<file path="config.mk">
export PLATFORM = sky130hd
export DESIGN_NAME = rc_drive_state_tracker
export DESIGN_NICKNAME = d
export VERILOG_FILES = /design/src/rtl/rcds_pkg.sv /design/src/rtl/rcds_update.sv /design/src/rtl/rc_drive_state_tracker.sv
export VERILOG_INCLUDE_DIRS = /design/src /design/src/rtl
export SDC_FILE = /design/constraint.sdc
export NUM_CORES = 1
export LEC_CHECK = 0
export BUFFER_PORTS_ARGS = -buffer_cell sky130_fd_sc_hd__clkbuf_2
export CORE_AREA = 2 2 175 177
export DETAILED_ROUTE_END_ITERATION = 10
export DIE_AREA = 0 0 177 179
export PLACE_DENSITY = 0.66
export SLEW_MARGIN = 20
export SYNTH_ARGS = -nofsm -noshare
export SYNTH_HDL_FRONTEND = slang
export SYNTH_HIERARCHICAL = 1
export SYNTH_SLANG_ARGS = --single-unit
</file>
<file path="constraint.sdc">
create_clock -name clk -period 5.8 [get_ports clk]
set_clock_uncertainty 0.1 [all_clocks]
set_input_delay 0 -clock clk [delete_from_list [all_inputs] [get_ports clk]]
set_output_delay 0 -clock clk [all_outputs]
set_load 0.005 [all_outputs]
</file>
<file path="src/rtl/rc_drive_state_tracker_macros.svh">
// Assertion macros used by the drive state tracker top level.
`ifndef RC_DRIVE_STATE_TRACKER_MACROS_SVH
`define RC_DRIVE_STATE_TRACKER_MACROS_SVH

// Property that must hold at every clock edge outside reset.
`define RCDS_ASSERT(lbl, prop, msg) \
	lbl: assert property (@(posedge clk) disable iff (!arst_n) (prop)) else $error(msg);

// Implication whose consequent is checked in the cycle after the antecedent.
`define RCDS_ASSERT_NEXT(lbl, ante, cons, msg) \
	lbl: assert property (@(posedge clk) disable iff (!arst_n) (ante) |=> (cons)) \
		else $error(msg);

`endif

</file>
<file path="src/rtl/rcds_pkg.sv">
// Types and constants of the drive state tracker.
`default_nettype none

package rcds_pkg;

	localparam logic [11:0] NEUTRAL_HIGH_US = 12'd1550;
	localparam logic [11:0] NEUTRAL_LOW_US  = 12'd1450;
	localparam logic [11:0] GEAR_FWD_US     = 12'd1700;
	localparam logic [11:0] GEAR_REV_US     = 12'd1300;
	localparam logic [31:0] DRAG_BRAKE_MS   = 32'd3000;
	localparam logic [31:0] MS_PER_S        = 32'd1000;

	localparam int CFG_ADDR_W = 1;
	localparam int CFG_DATA_W = 16;

	localparam logic [CFG_ADDR_W-1:0] REG_ESC_MODE     = 1'b0;
	localparam logic [CFG_ADDR_W-1:0] REG_PARK_TIMEOUT = 1'b1;

	localparam logic [1:0] MODE_CRAWLER  = 2'd0;
	localparam logic [1:0] MODE_STANDARD = 2'd1;
	localparam logic [1:0] MODE_REAL_CAR = 2'd2;
	localparam logic [1:0] MODE_NONE     = 2'd3;

	typedef struct packed {
		logic driving;
		logic reversing;
		logic braking;
		logic standing;
		logic parked;
	} rcds_flags_t;

	typedef struct packed {
		rcds_flags_t flags;
		logic [31:0] stop_time_ms;
		logic [31:0] last_motion_ms;
		logic        reverse_locked;
	} rcds_state_t;

	typedef struct packed {
		logic [1:0]  esc_mode;
		logic        park_en;
		logic [31:0] park_limit_ms;
	} rcds_cfg_t;

endpackage

`default_nettype wire

</file>
<file path="src/rtl/rcds_update.sv">
// Next-state logic of the drive state tracker for one input word.
`default_nettype none

module rcds_update (
	input  wire rcds_pkg::rcds_cfg_t   cfg,
	input  wire rcds_pkg::rcds_state_t cur,
	input  wire logic [11:0]           throttle_us,
	input  wire logic [11:0]           steering_us,
	input  wire logic [11:0]           gear_us,
	input  wire logic [31:0]           now_ms,
	output rcds_pkg::rcds_state_t      nxt
);
	import rcds_pkg::*;

	logic        fwd;
	logic        back;
	logic        active;
	logic        gear_fwd;
	logic        gear_rev;
	logic [31:0] since_motion;
	logic [31:0] since_stop;
	rcds_state_t n;

	assign fwd          = throttle_us > NEUTRAL_HIGH_US;
	assign back         = throttle_us < NEUTRAL_LOW_US;
	assign active       = fwd || back || steering_us > NEUTRAL_HIGH_US
		|| steering_us < NEUTRAL_LOW_US;
	assign gear_fwd     = gear_us > GEAR_FWD_US;
	assign gear_rev     = gear_us < GEAR_REV_US;
	assign since_motion = now_ms - cur.last_motion_ms;
	assign since_stop   = now_ms - cur.stop_time_ms;

	always_comb begin
		n = cur;
		// Stick activity restarts the motion timer, so the park check can only
		// fire on a word without activity.
		if (active) begin
			n.last_motion_ms = now_ms;
			n.flags.parked   = 1'b0;
		end else if (cfg.park_en && since_motion > cfg.park_limit_ms) begin
			n.flags.parked  = 1'b1;
			n.flags.braking = 1'b0;
		end

		case (cfg.esc_mode)
			MODE_CRAWLER: begin
				if (fwd) begin
					n.flags.driving   = 1'b1;
					n.flags.reversing = 1'b0;
					n.flags.braking   = 1'b0;
					n.flags.standing  = 1'b0;
				end else if (back) begin
					n.flags.driving   = 1'b0;
					n.flags.reversing = 1'b1;
					n.flags.braking   = 1'b0;
					n.flags.standing  = 1'b0;
				end else if (!n.flags.standing) begin
					// Just stopped: drag brake on, timer starts now.
					n.flags.driving   = 1'b0;
					n.flags.reversing = 1'b0;
					n.flags.braking   = 1'b1;
					n.flags.standing  = 1'b1;
					n.stop_time_ms    = now_ms;
				end else if (n.flags.braking && since_stop > DRAG_BRAKE_MS) begin
					n.flags.braking = 1'b0;
				end
			end
			MODE_STANDARD: begin
				if (fwd) begin
					n.flags.driving   = 1'b1;
					n.flags.reversing = 1'b0;
					n.flags.braking   = 1'b0;
					n.flags.standing  = 1'b0;
					n.reverse_locked  = 1'b1;
				end else if (back) begin
					n.flags.driving   = 1'b0;
					n.flags.reversing = !cur.reverse_locked;
					n.flags.braking   = cur.reverse_locked;
					n.flags.standing  = 1'b0;
				end else begin
					n.flags.driving   = 1'b0;
					n.flags.reversing = 1'b0;
					n.flags.standing  = 1'b1;
					if (n.flags.braking) begin
						n.flags.braking  = 1'b0;
						n.reverse_locked = 1'b0;
					end
				end
			end
			MODE_REAL_CAR: begin
				n.flags.driving   = fwd && gear_fwd;
				n.flags.reversing = fwd && !gear_fwd && gear_rev;
				n.flags.braking   = !fwd && back;
				n.flags.standing  = !fwd && !back;
			end
			default: begin
			end
		endcase
	end

	assign nxt = n;

endmodule

`default_nettype wire

</file>
<file path="src/rtl/rc_drive_state_tracker.sv">
// Top level of the drive state tracker: handshakes, registers and config.
`default_nettype none

`include "rc_drive_state_tracker_macros.svh"

// The tracker takes one word per cycle while in_ready is high, each holding
// throttle, steering and gear-switch pulse widths in microseconds and a
// free-running millisecond timestamp, and returns one word of five vehicle
// flags (driving, reversing, braking, standing, parked) as they stand after
// that input. An accepted word is captured in an input register; once the
// result register is empty or being emptied, a single pass of combinational
// logic updates the vehicle state and loads the result register, so the
// throughput is one word per clock while the receiver keeps up, limited only
// by that one update stage. The input register can take one more word
// while a finished result waits at the output; in_ready is low only while
// both registers hold a word and the receiver is not ready. Register 0
// selects the ESC mode (crawler drag brake, double-tap reverse, gear switch,
// or none) and register 1 the park timeout in seconds, zero disabling
// parking; the timeout is scaled to milliseconds when written. Write the
// registers only while the block is idle. All time differences wrap modulo 2^32.
module rc_drive_state_tracker (
	input  wire logic                              clk,
	input  wire logic                              arst_n,
	input  wire logic                              cfg_we,
	input  wire logic [rcds_pkg::CFG_ADDR_W-1:0]  cfg_addr,
	input  wire logic [rcds_pkg::CFG_DATA_W-1:0]  cfg_wdata,
	input  wire logic                              in_valid,
	output logic                                   in_ready,
	input  wire logic [11:0]                       throttle_us,
	input  wire logic [11:0]                       steering_us,
	input  wire logic [11:0]                       gear_us,
	input  wire logic [31:0]                       now_ms,
	output logic                                   out_valid,
	input  wire logic                              out_ready,
	output logic                                   is_driving,
	output logic                                   is_reversing,
	output logic                                   is_braking,
	output logic                                   is_standing,
	output logic                                   is_parked
);
	import rcds_pkg::*;

	// Input register.
	logic        valid_s1;
	logic [11:0] throttle_s1;
	logic [11:0] steering_s1;
	logic [11:0] gear_s1;
	logic [31:0] now_s1;

	// Configuration, vehicle state and result register.
	rcds_cfg_t   cfg_q;
	rcds_state_t state_q;
	rcds_state_t state_next;
	rcds_flags_t out_flags_q;
	logic        out_valid_q;

	logic        advance;
	logic        update;
	logic        flag_conflict;

	// The input stage moves on when the result register is empty or is
	// being emptied in this cycle.
	assign advance  = !out_valid_q || out_ready;
	assign update   = valid_s1 && advance;
	assign in_ready = !valid_s1 || advance;

	always_ff @(posedge clk or negedge arst_n) begin
		if (!arst_n) begin
			cfg_q.esc_mode      <= MODE_CRAWLER;
			cfg_q.park_en       <= 1'b0;
			cfg_q.park_limit_ms <= '0;
		end else if (cfg_we) begin
			case (cfg_addr)
				REG_ESC_MODE: begin
					cfg_q.esc_mode <= cfg_wdata[1:0];
				end
				REG_PARK_TIMEOUT: begin
					cfg_q.park_en       <= cfg_wdata != '0;
					cfg_q.park_limit_ms <= 32'(cfg_wdata) * MS_PER_S;
				end
				default: begin
				end
			endcase
		end
	end

	always_ff @(posedge clk or negedge arst_n) begin
		if (!arst_n) begin
			valid_s1 <= 1'b0;
		end else if (in_ready) begin
			valid_s1 <= in_valid;
		end
	end

	always_ff @(posedge clk) begin
		if (in_valid && in_ready) begin
			throttle_s1 <= throttle_us;
			steering_s1 <= steering_us;
			gear_s1     <= gear_us;
			now_s1      <= now_ms;
		end
	end

	rcds_update u_update (
		.cfg         (cfg_q),
		.cur         (state_q),
		.throttle_us (throttle_s1),
		.steering_us (steering_s1),
		.gear_us     (gear_s1),
		.now_ms      (now_s1),
		.nxt         (state_next)
	);

	// The vehicle state is control state and clears on reset: standing is
	// the only flag that starts high.
	always_ff @(posedge clk or negedge arst_n) begin
		if (!arst_n) begin
			state_q.flags.driving   <= 1'b0;
			state_q.flags.reversing <= 1'b0;
			state_q.flags.braking   <= 1'b0;
			state_q.flags.standing  <= 1'b1;
			state_q.flags.parked    <= 1'b0;
			state_q.stop_time_ms    <= '0;
			state_q.last_motion_ms  <= '0;
			state_q.reverse_locked  <= 1'b0;
		end else if (update) begin
			state_q <= state_next;
		end
	end

	always_ff @(posedge clk or negedge arst_n) begin
		if (!arst_n) begin
			out_valid_q <= 1'b0;
		end else if (advance) begin
			out_valid_q <= valid_s1;
		end
	end

	always_ff @(posedge clk) begin
		if (update) begin
			out_flags_q <= state_next.flags;
		end
	end

	assign out_valid    = out_valid_q;
	assign is_driving   = out_flags_q.driving;
	assign is_reversing = out_flags_q.reversing;
	assign is_braking   = out_flags_q.braking;
	assign is_standing  = out_flags_q.standing;
	assign is_parked    = out_flags_q.parked;

	// Driving never coexists with reversing or standing.
	assign flag_conflict = state_q.flags.driving
		&& (state_q.flags.reversing || state_q.flags.standing);

	`RCDS_ASSERT(a_flags_exclusive, !flag_conflict, "driving flag conflicts with another flag")
	`RCDS_ASSERT(a_ready_when_free, out_valid_q || in_ready, "input stalled with empty result")
	`RCDS_ASSERT_NEXT(a_state_holds, !update, $stable(state_q), "state changed without an update")
	`RCDS_ASSERT_NEXT(a_result_follows, update, out_valid_q, "updated word missed the result")

endmodule

`default_nettype wire

</file>
==> results of run 1 <==
==> cell type report <==
cell class                 count  share of cell area, %
clock buffer                  21                   3.03
clock inverter                11                  0.678
inverter                     201                   4.45
multi-input combinational   1066                   52.8
sequential                   171                   27.4
tap                          396                   2.92
timing repair buffer         202                   8.79
==> timing repair <==
action                                  in CTS  in global routing
buffers inserted                             0                 10
endpoints found under the setup margin       3                  3
pin swaps                                    1                 18
hold buffers                                81                  0
gates resized for setup                      2                 18
endpoints found under the hold margin      105                  0
==> per-layer routing <==
metal  share of wire, %  GRT usage, %  wire (µm)  vias up
li1                   -             -          -     5575
met1                 47          28.8      15300     5444
met2                 48          35.4      15800      188
met3                3.3          3.16       1070       27
met4                1.3          5.54        439        0
met5                  0             0          0        -
==> per-stage QoR <==
stage	instance area [µm²]	setup WS, ps	instances
6_report	17000	251	2068
5_1_grt	17000	-97.3	2068
4_1_cts	16800	20.9	2058
3_3_place_gp	15300	111	1945
2_1_floorplan	14500	587	1478
3_5_place_dp	15300	-84.4	1945
==> sequential cells by signal (all words and copies together), names as in the netlist <==
name / count
cfg_q: 26
gear_s1: 12
is_braking: 1
is_driving: 1
is_parked: 1
is_reversing: 1
is_standing: 1
now_s1: 32
out_valid: 1
state_q: 70
steering_s1: 12
throttle_s1: 12
valid_s1: 1
==> kinds of logic after synthesis <==
kind of cell,after synthesis,synth area share [%]
fa+ha+maj,211,21.1
buf+inv,241,7.09
compound gates,348,16.5
mux,110,8.49
xor+xnor,57,3.45
other cells,1,0.0259
simple gates,331,11.3
flops,171,32.1
==> worst min-delay path by stage <==
stage	to	slack, ps	cells after the start
after detailed placement	state_q[35]$_DFFE_PN0P_	-120	1
after global routing	cfg_q[5]$_DFFE_PN0P_	80	5
after floorplan	cfg_q[10]$_DFFE_PN0P_	-400	0
after CTS	cfg_q[5]$_DFFE_PN0P_	20	5
final	cfg_q[32]$_DFFE_PN0P_	40	5
after global placement	state_q[35]$_DFFE_PN0P_	-120	1
==> critical path, stage by stage, from the launching register on <==
cell and delay (ps):
edfxtp_1 420, ha_2 350, a21o_1 200, a21o_1 170, a21o_1 210, a211oi_4 310, a2bb2oi_2 230, a311o_1 250
nor2_1 80, or3_4 380, a221oi_2 260, xnor2_1 150, ha_1 260, and4_4 200, a221oi_1 270, nand3_1 110
a2bb2oi_1 140, buf_4 150, o2111ai_1 130, nor4b_2 320, nand4_1 150, nor4_2 250, a41o_1 230, mux2_2 150
==> cell usage after synthesis (all sizes together) (6+ instances only) <==
cell     instances  area (µm²)
nand2          119         447
o21ai           91         455
or2              6        37.5
nor2b           10        62.6
a211oi          14         130
o21a            11        82.6
o2111ai          9        78.8
o31ai           11        82.6
a211o            7        62.6
inv            201         754
mux2           103        1160
xnor2           32         280
nor3            17        85.1
xor2            25         219
nand3b          10        75.1
nor2            55         206
buf             11        71.3
a21o            38         288
fa              56        1120
clkbuf          26         125
nand4           24         150
edfxtp          73        2190
o21bai          11        82.6
o211ai           7        52.6
and3            10        63.8
or3              6        37.5
dfrtp           97        2430
nand2b          22         138
mux2i            7        70.1
ha             155        1940
a31oi            8        65.1
a21boi           6        56.3
a21oi           84         435
nand3           29         145
==> power by group through the flow <==
| stage | Combinational, mW | Sequential, mW | Clock, mW |
|---|---|---|---|
| after floorplan | 3.29 | 1.68 | 0 |
| after global placement | 3.97 | 1.71 | 0 |
| after detailed placement | 4.03 | 1.73 | 0 |
| after CTS | 4.11 | 1.70 | 1.24 |
| after global routing | 4.71 | 1.74 | 1.28 |
| final | 4.18 | 1.70 | 1.21 |
==> run_results.csv, run 1 <==
group,metric,value,unit
outcome,status,"finished clean",
logic_synthesis,syn_inst,1470,
die,coreArea,30000,µm²
pwr,p_int,4.07,mW
setup_path,cp_max_fo,6,
routing,via_per_inst,5.43,
pwr,p_clk_share,17.1,%
grt,grt_pass1_vias,11000,
routing,wirelength,32600,µm
die,fp.dieH,179,µm
pwr,ir_drop,256,µV
timing,tightestPinTransition,930,ps
grt,grt_max_degree,70,
setup_path,ff2ff_path_depth,23,
setup_path,cp-endpoint,"state_q[67]$_DFFE_PN0P_",
timing,hold_viol,0,
pwr,combPwrFrac,59.0,%
timing,fmax,0.180,GHz
logic_synthesis,synth.distinct_cells,91,
routing,drc,0,
timing,timing.hold.ws,39.4,ps
logic_synthesis,synth_warnings,6,
die,start_util,48.2,%
pwr,seqPwrFrac,24.0,%
timing,setup_viol_count_final,0,
die,fp.dieW,177,µm
worst_hold_path,hold_path.class,"input pin to register",
job,maxCapViolations,0,
setup_path,rr_startpoint,"now_s1[10]$_DFFE_PP_",
finish,final_cell_mix,"200 x inv_1, 153 x ha_1, 118 x nand2_1",
die,rows,64,
pwr,p_per_area,418,nW/µm²
setup_path,rrSetupSlack,250,ps
setup_path,crit_path_start,"now_s1[10]$_DFFE_PP_",
timing,finalSetupTns,0,ps
die,pin_count,97,
grt,grt_pass1_wl,53400,µm
pwr,sw_frac_of_total,42.7,%
clock_network,cts.clk_slew.worst_paths,70,ps
placement,port_buffers,96,
finish,syn2layout_area_growth,17.2,%
logic_synthesis,syn_area,14500,µm²
clock_network,cts.sinks,171,
finish,final_nets,1960,
pwr,total_power,7.09,mW
logic_synthesis,yosysSeqAreaShare,32.1,%
grt,overflow,0,
finish,fin_util,56.5,%
routing,drt_first_iter_violations,765,
logic_synthesis,ys_ff_latch,171,
clock_network,root_buffer,"clkbuf_16",
finish,drive_gt1_share,18.8,%
logic_synthesis,avgSynthCellArea,9.85,µm²
pwr,leakage,7.73,nW
clock_network,cts_tree,"done",
clock_network,clock_latency,440,ps
timing,slew-limit-headroom,38.0,%
pwr,switching_power,3.03,mW
finish,final_common_cell,"inv_1",
routing,vias,11200,
grt,grt_use_total,21.2,%
setup_path,end_kind,"register",
finish,antenna_cells,0,
clock_network,clk_path_buf_depth,2,
routing,dr.pass1.iters,5,
setup_path,arrival,5820,ps
logic_synthesis,synth-edff-count,73,
timing,min_period_over_period,95.7,%
clock_network,cts_inserted_buffers,17,
timing,fin_crit,5550,ps
setup_path,crit_type,"register to register",
setup_path,startpoint_type,"register",
finish,fill_cells,2652,
placement,place_congestion,0.874,
setup_path,r2r_end,"state_q[67]$_DFFE_PN0P_",
placement,post-dp-hpwl,24000,µm
logic_synthesis,async_reset_ff_share,57.3,%
logic_synthesis,synth-main-ff-cell,"dfrtp_1",
routing,wire_per_inst,15.8,µm
die,die_area,31700,µm²
finish,multi_input_area,8950,µm²
timing,drv_slew,0,
routing,drtAntennaViolNets,0,
finish,regArea,4650,µm²
clock_network,htreeDepth,4,
worst_hold_path,min_from,"cfg_addr",
setup_path,worstPathRequired,6080,ps
grt,grt_antenna_before_repair,0,
No activity file was read; power rests on OpenSTA's default activity.
==> run 2: changes to the inputs <==
- PLACE_DENSITY: 0.66 -> not set
- PLACE_DENSITY_LB_ADDON: not set -> 0.05
==> run 2 against run 1 <==
Global-route usage grew 0.61 points. Count of clock-buffer cells in the layout did not move. Clock power down 12%. Highest routed layer unchanged. Worst hold slack better by 7.7 ps. Largest cell class unchanged. Maximum frequency increased by 1.3%. Routed wire length is 1.8% higher.
==> run_results.csv, run 2 (synthesized netlist as in run 1, its figures left out) <==
group,metric,value,unit
finish,regMostFlops,"state_q",
timing,slew-limit-headroom,31.4,%
routing,drt_first_iter_violations,651,
finish,largest_register_ffs,70,
setup_path,startpoint_type,"register",
grt,overflow,0,
routing,drc,0,
timing,finalSetupTns,0,ps
grt,grt_pass1_wl,54600,µm
timing,hold_viol,0,
die,start_util,48.2,%
worst_hold_path,hold_path.class,"input pin to register",
clock_network,cts.clk_slew.worst_paths,70,ps
clock_network,clock_latency,440,ps
setup_path,crit_type,"register to register",
timing,setup_viol_count_final,0,
die,die_area,31700,µm²
placement,place_congestion,0.872,
clock_network,htreeDepth,4,
routing,wirelength,33200,µm
placement,place_ws,-113,ps
finish,fin_util,56.2,%
die,fp.dieH,179,µm
routing,vias,11100,
finish,final_cell_mix,"201 x inv_1, 154 x ha_1, 118 x nand2_1",
clock_network,root_buffer,"clkbuf_16",
outcome,status,"finished clean",
clock_network,cts_tree,"done",
pwr,ir_drop,222,µV
setup_path,arrival,5760,ps
clock_network,cts.sinks,171,
finish,antenna_cells,0,
grt,grt_antenna_before_repair,0,
grt,grt_use_total,21.8,%
finish,largest_registers,"state_q: 70 flops, now_s1: 32 flops, cfg_q: 26 flops",
finish,stdcell_count,2072,
timing,min_period_over_period,94.4,%
die,coreArea,30000,µm²
pwr,p_per_area,412,nW/µm²
timing,fin_crit,5480,ps
finish,drive_gt1_share,18.4,%
setup_path,worstPathRequired,6080,ps
job,maxCapViolations,0,
finish,syn2layout_area_growth,16.6,%
clock_network,cts_inserted_buffers,17,
setup_path,cp_max_fo,6,
pwr,leakage,7.71,nW
finish,final_common_cell,"inv_1",
finish,final_nets,1964,
die,fp.dieW,177,µm
timing,setup_ws,324,ps
routing,drtAntennaViolNets,0,
routing,wire_per_inst,16.0,µm
clock_network,clk_path_buf_depth,2,
timing,fmax,0.183,GHz
placement,post-dp-hpwl,24500,µm
placement,port_buffers,96,
routing,via_per_inst,5.37,
grt,grt_max_degree,69,
setup_path,end_kind,"register",
timing,tightestPinTransition,1030,ps
die,pin_count,97,
placement,place_inst,1951,
timing,drv_slew,0,
routing,dr.pass1.iters,5,
grt,grt_pass1_vias,11000,
die,rows,64,
## run 2: report_power, final
group / internal [mW] / switching [mW]
Clock: 0.582 / 0.488
Sequential: 1.54 / 0.156
Combinational: 1.83 / 2.36
## run 2: worst max-delay path: stages, from the launching register on
cell	delay (ps)
edfxtp_1	430
ha_2	360
a21o_1	190
a21o_1	170
a21o_1	210
a211oi_4	300
a2bb2oi_2	230
a311o_1	250
nor2_1	70
or3_1	380
a221oi_2	280
xnor2_1	110
ha_1	300
and4_4	240
nand2_1	80
nor3_2	180
a21boi_0	120
a2bb2oi_1	170
buf_4	160
o2111ai_1	120
nor4b_2	280
nand4_1	140
nor4_2	180
a41o_1	230
mux2_2	150
## run 2: metal layers
| layer | GRT usage [%] | wire length, µm |
|---|---|---|
| met3 | 2.67 | 825 |
| met4 | 4.20 | 297 |
| met2 | 35.7 | 15300 |
| met5 | 0 | 0 |
| met1 | 31.1 | 16800 |
## run 2: timing repair
item,CTS,global route
resized for setup,2,10
endpoints found under the setup margin,2,3
hold buffers,82,0
pin swaps,1,8
endpoints found under the hold margin,112,0
setup buffers,0,7
## run 2: through the flow
step	cell area (µm²)	hold slack, ps	power, mW
detailed placement	15400	-101	5.78
CTS	16800	31.0	6.95
finish	16900	47.2	6.96
global route	16900	102	7.62
floorplan	14500	-396	4.97
global placement	15400	-108	5.74
## run 2: final cells by class
cell class                 instances  area, µm²
clock buffer                      21        472
clock inverter                    11       70.1
fill                            2727      13100
inverter                         201        754
multi-input combinational       1066       8920
sequential                       171       4650
tap                              396        495
timing repair buffer             206       1520
## run 2: final timing paths
| path | endpoint | slack [ps] | start | cells past startpoint |
|---|---|---|---|---|
| max in group asynchronous | state_q[32]$_DFFE_PN0P_ | 4090 | arst_n | 4 |
| setup reg to reg | state_q[67]$_DFFE_PN0P_ | 320 | now_s1[10]$_DFFE_PP_ | 24 |
| min in group asynchronous | state_q[23]$_DFFE_PN0P_ | 400 | arst_n | 3 |
| hold / removal | cfg_q[5]$_DFFE_PN0P_ | 50 | cfg_addr | 5 |
| setup / recovery | state_q[67]$_DFFE_PN0P_ | 320 | now_s1[10]$_DFFE_PP_ | 24 |
| hold reg to reg | cfg_q[11]$_DFFE_PN0P_ | 380 | cfg_q[11]$_DFFE_PN0P_ | 2 |
==> run 3: changes to the inputs <==
- CELL_PAD_IN_SITES_DETAIL_PLACEMENT: not set -> 1
- CELL_PAD_IN_SITES_GLOBAL_PLACEMENT: not set -> 1
- CORE_AREA: 2 2 175 177 -> 4 4 177 179
- DIE_AREA: 0 0 177 179 -> 0 0 181 183
==> run 3 against run 2 <==
Worst hold slack gained 53 ps. Clock power rose by 8%. Global-route usage grew 1.4 points. Design area increased by 0.75%. Sequential cell count did not move. Largest power group unchanged. Routed wire length up 16%. Total power grew 3.8%. Sequential share of layout area decreased by 0.20 points. Non-clock buffer count grew 3. Critical path type unchanged. First-iteration DRC count is 30% lower. Critical path depth decreased by 1. Die area grew 4.5%.
==> run_results.csv, run 3 (synthesized netlist as in run 1, its figures left out) <==
group,metric,value,unit
clock_network,cts_tree,"done",
setup_path,r2r_end,"state_q[67]$_DFFE_PN0P_",
die,start_util,49.0,%
die,pin_count,97,
grt,grt_antenna_before_repair,0,
finish,largest_register_ffs,70,
worst_hold_path,hold_path.class,"input pin to register",
routing,drt_first_iter_violations,453,
grt,grt_use_total,23.2,%
routing,drtAntennaViolNets,0,
finish,largest_registers,"state_q: 70 flops, now_s1: 32 flops, cfg_q: 26 flops",
timing,fmax,0.181,GHz
finish,stdcell_count,2069,
placement,place_inst,1947,
setup_path,crit_type,"register to register",
placement,place_ws,-254,ps
die,rows,63,
setup_path,path_delay_family,"compound AO/OA/AOI/OAI gates",
finish,final_nets,1967,
pwr,leakage,7.74,nW
die,fp.dieH,183,µm
outcome,status,"finished clean",
finish,multi_input_area,9000,µm²
routing,wire_per_inst,18.6,µm
setup_path,slowest_delay,450,ps
grt,grt_max_degree,69,
setup_path,crit_chain,"ha_2 > a21o_1 > a21o_1 > a21o_1 > a211oi_4 > a2bb2oi_2 > a311o_1 > nor2_1 > or3_4 > a221oi_4 > xnor2_1 > ha_1 > and4_4 > a221oi_2 > nand3_1 > a2bb2oi_1 > buf_4 > o2111ai_1 > nor4b_2 > nand4_1 > nor4_2 > a41o_1 > mux2_2",
grt,grt_pass1_wl,62800,µm
routing,via_per_inst,5.55,
clock_network,root_buffer,"clkbuf_16",
setup_path,arrival,5810,ps
setup_path,crit_top_cell,"a21o_1",
setup_path,startpoint_type,"register",
setup_path,ff2ff_path_depth,23,
timing,hold_viol,0,
die,die_area,33100,µm²
timing,drv_slew,0,
finish,final_cell_mix,"200 x inv_1, 152 x ha_1, 118 x nand2_1",
clock_network,clock_latency,440,ps
routing,wirelength,38400,µm
setup_path,end_kind,"register",
finish,final_common_cell,"inv_1",
setup_path,rrSetupSlack,270,ps
timing,tightestPinTransition,1060,ps
die,fp.dieW,181,µm
setup_path,rr_startpoint,"now_s1[5]$_DFFE_PP_",
routing,drc,0,
setup_path,crit_buf_inv,1,
setup_path,crit_path_start,"now_s1[5]$_DFFE_PP_",
timing,fin_crit,5530,ps
finish,syn2layout_area_growth,17.5,%
worst_hold_path,holdPathStages,5,
timing,setup_ws,270,ps
finish,regMostFlops,"state_q",
clock_network,cts.clk_slew.worst_paths,70,ps
clock_network,htreeDepth,4,
routing,vias,11500,
timing,setup_viol_count_final,0,
placement,place_congestion,0.855,
setup_path,cp_max_fo,4,
placement,port_buffers,96,
worst_hold_path,min_to,"cfg_q[25]$_DFFE_PN0P_",
die,coreArea,29600,µm²
pwr,p_per_area,425,nW/µm²
job,maxCapViolations,0,
clock_network,clk_path_buf_depth,2,
worst_hold_path,min_from,"cfg_wdata[15]",
finish,regArea,4650,µm²
pwr,total_power,7.22,mW
finish,fill_cells,3347,
timing,min_period_over_period,95.4,%
setup_path,worstPathRequired,6080,ps
grt,overflow,0,
finish,drive_gt1_share,19.4,%
clock_network,cts.sinks,171,
timing,slew-limit-headroom,28.9,%
finish,antenna_cells,0,
routing,dr.pass1.iters,5,
grt,grt_pass1_vias,12400,
pwr,ir_drop,246,µV
setup_path,cpMaxStageDelayCell,"edfxtp_1",
placement,post-dp-hpwl,28400,µm
timing,finalSetupTns,0,ps
clock_network,cts_inserted_buffers,17,
## run 3: where the power goes
part,switching (mW),internal [mW]
Combinational,2.48,1.87
Clock,0.517,0.643
Sequential,0.167,1.54
Total,3.17,4.05
## run 3: what timing repair did
action                                  in CTS  in global routing
buffers inserted                             0                  9
hold buffers                                81                  0
hold endpoints to repair                   138                  0
endpoints found under the setup margin       3                  3
pin swaps                                    4                 20
gates resized for setup                      6                 23
## run 3: worst max-delay path by stage
stage                              endpoint  slack, ps  cells after the start
floorplan           state_q[67]$_DFFE_PN0P_        590                     26
global placement    state_q[67]$_DFFE_PN0P_         80                     27
detailed placement  state_q[67]$_DFFE_PN0P_       -250                     27
CTS                 state_q[67]$_DFFE_PN0P_          8                     27
global route        state_q[67]$_DFFE_PN0P_        -50                     28
finish              state_q[67]$_DFFE_PN0P_        270                     23
## run 3: tightest hold or removal path: cells and delay by family
| family | cells | cell delay, ps |
|---|---|---|
| fa+ha+maj | 1 | 180 |
| simple gates | 1 | 70 |
| xor+xnor | 1 | 80 |
| buf+inv | 1 | 160 |
| compound gates | 1 | 90 |
## run 3: cell type report
cell class,instances,area share [%]
clock buffer,21,2.82
clock inverter,11,0.625
inverter,201,4.44
multi-input combinational,1066,52.9
sequential,171,27.3
tap,390,2.87
timing repair buffer,209,9.02
## run 3: layer usage
layer / wire [µm] / global-route usage [%] / part of all wire (%)
met4: 340 / 4.35 / 0.89
met3: 880 / 2.68 / 2.3
met2: 19500 / 42.0 / 51
met5: 0 / 0 / 0
met1: 17700 / 30.4 / 46
## run 3: through the flow
| step | instance area [µm²] | hold slack [ps] | util, % |
|---|---|---|---|
| floorplan | 14500 | -396 | - |
| global placement | 15400 | 76.5 | 52.1 |
| detailed placement | 15400 | 78.9 | 52.1 |
| CTS | 16800 | 82.0 | 57.0 |
| global route | 17000 | 120 | 57.5 |
| finish | 17000 | 100 | 57.5 |
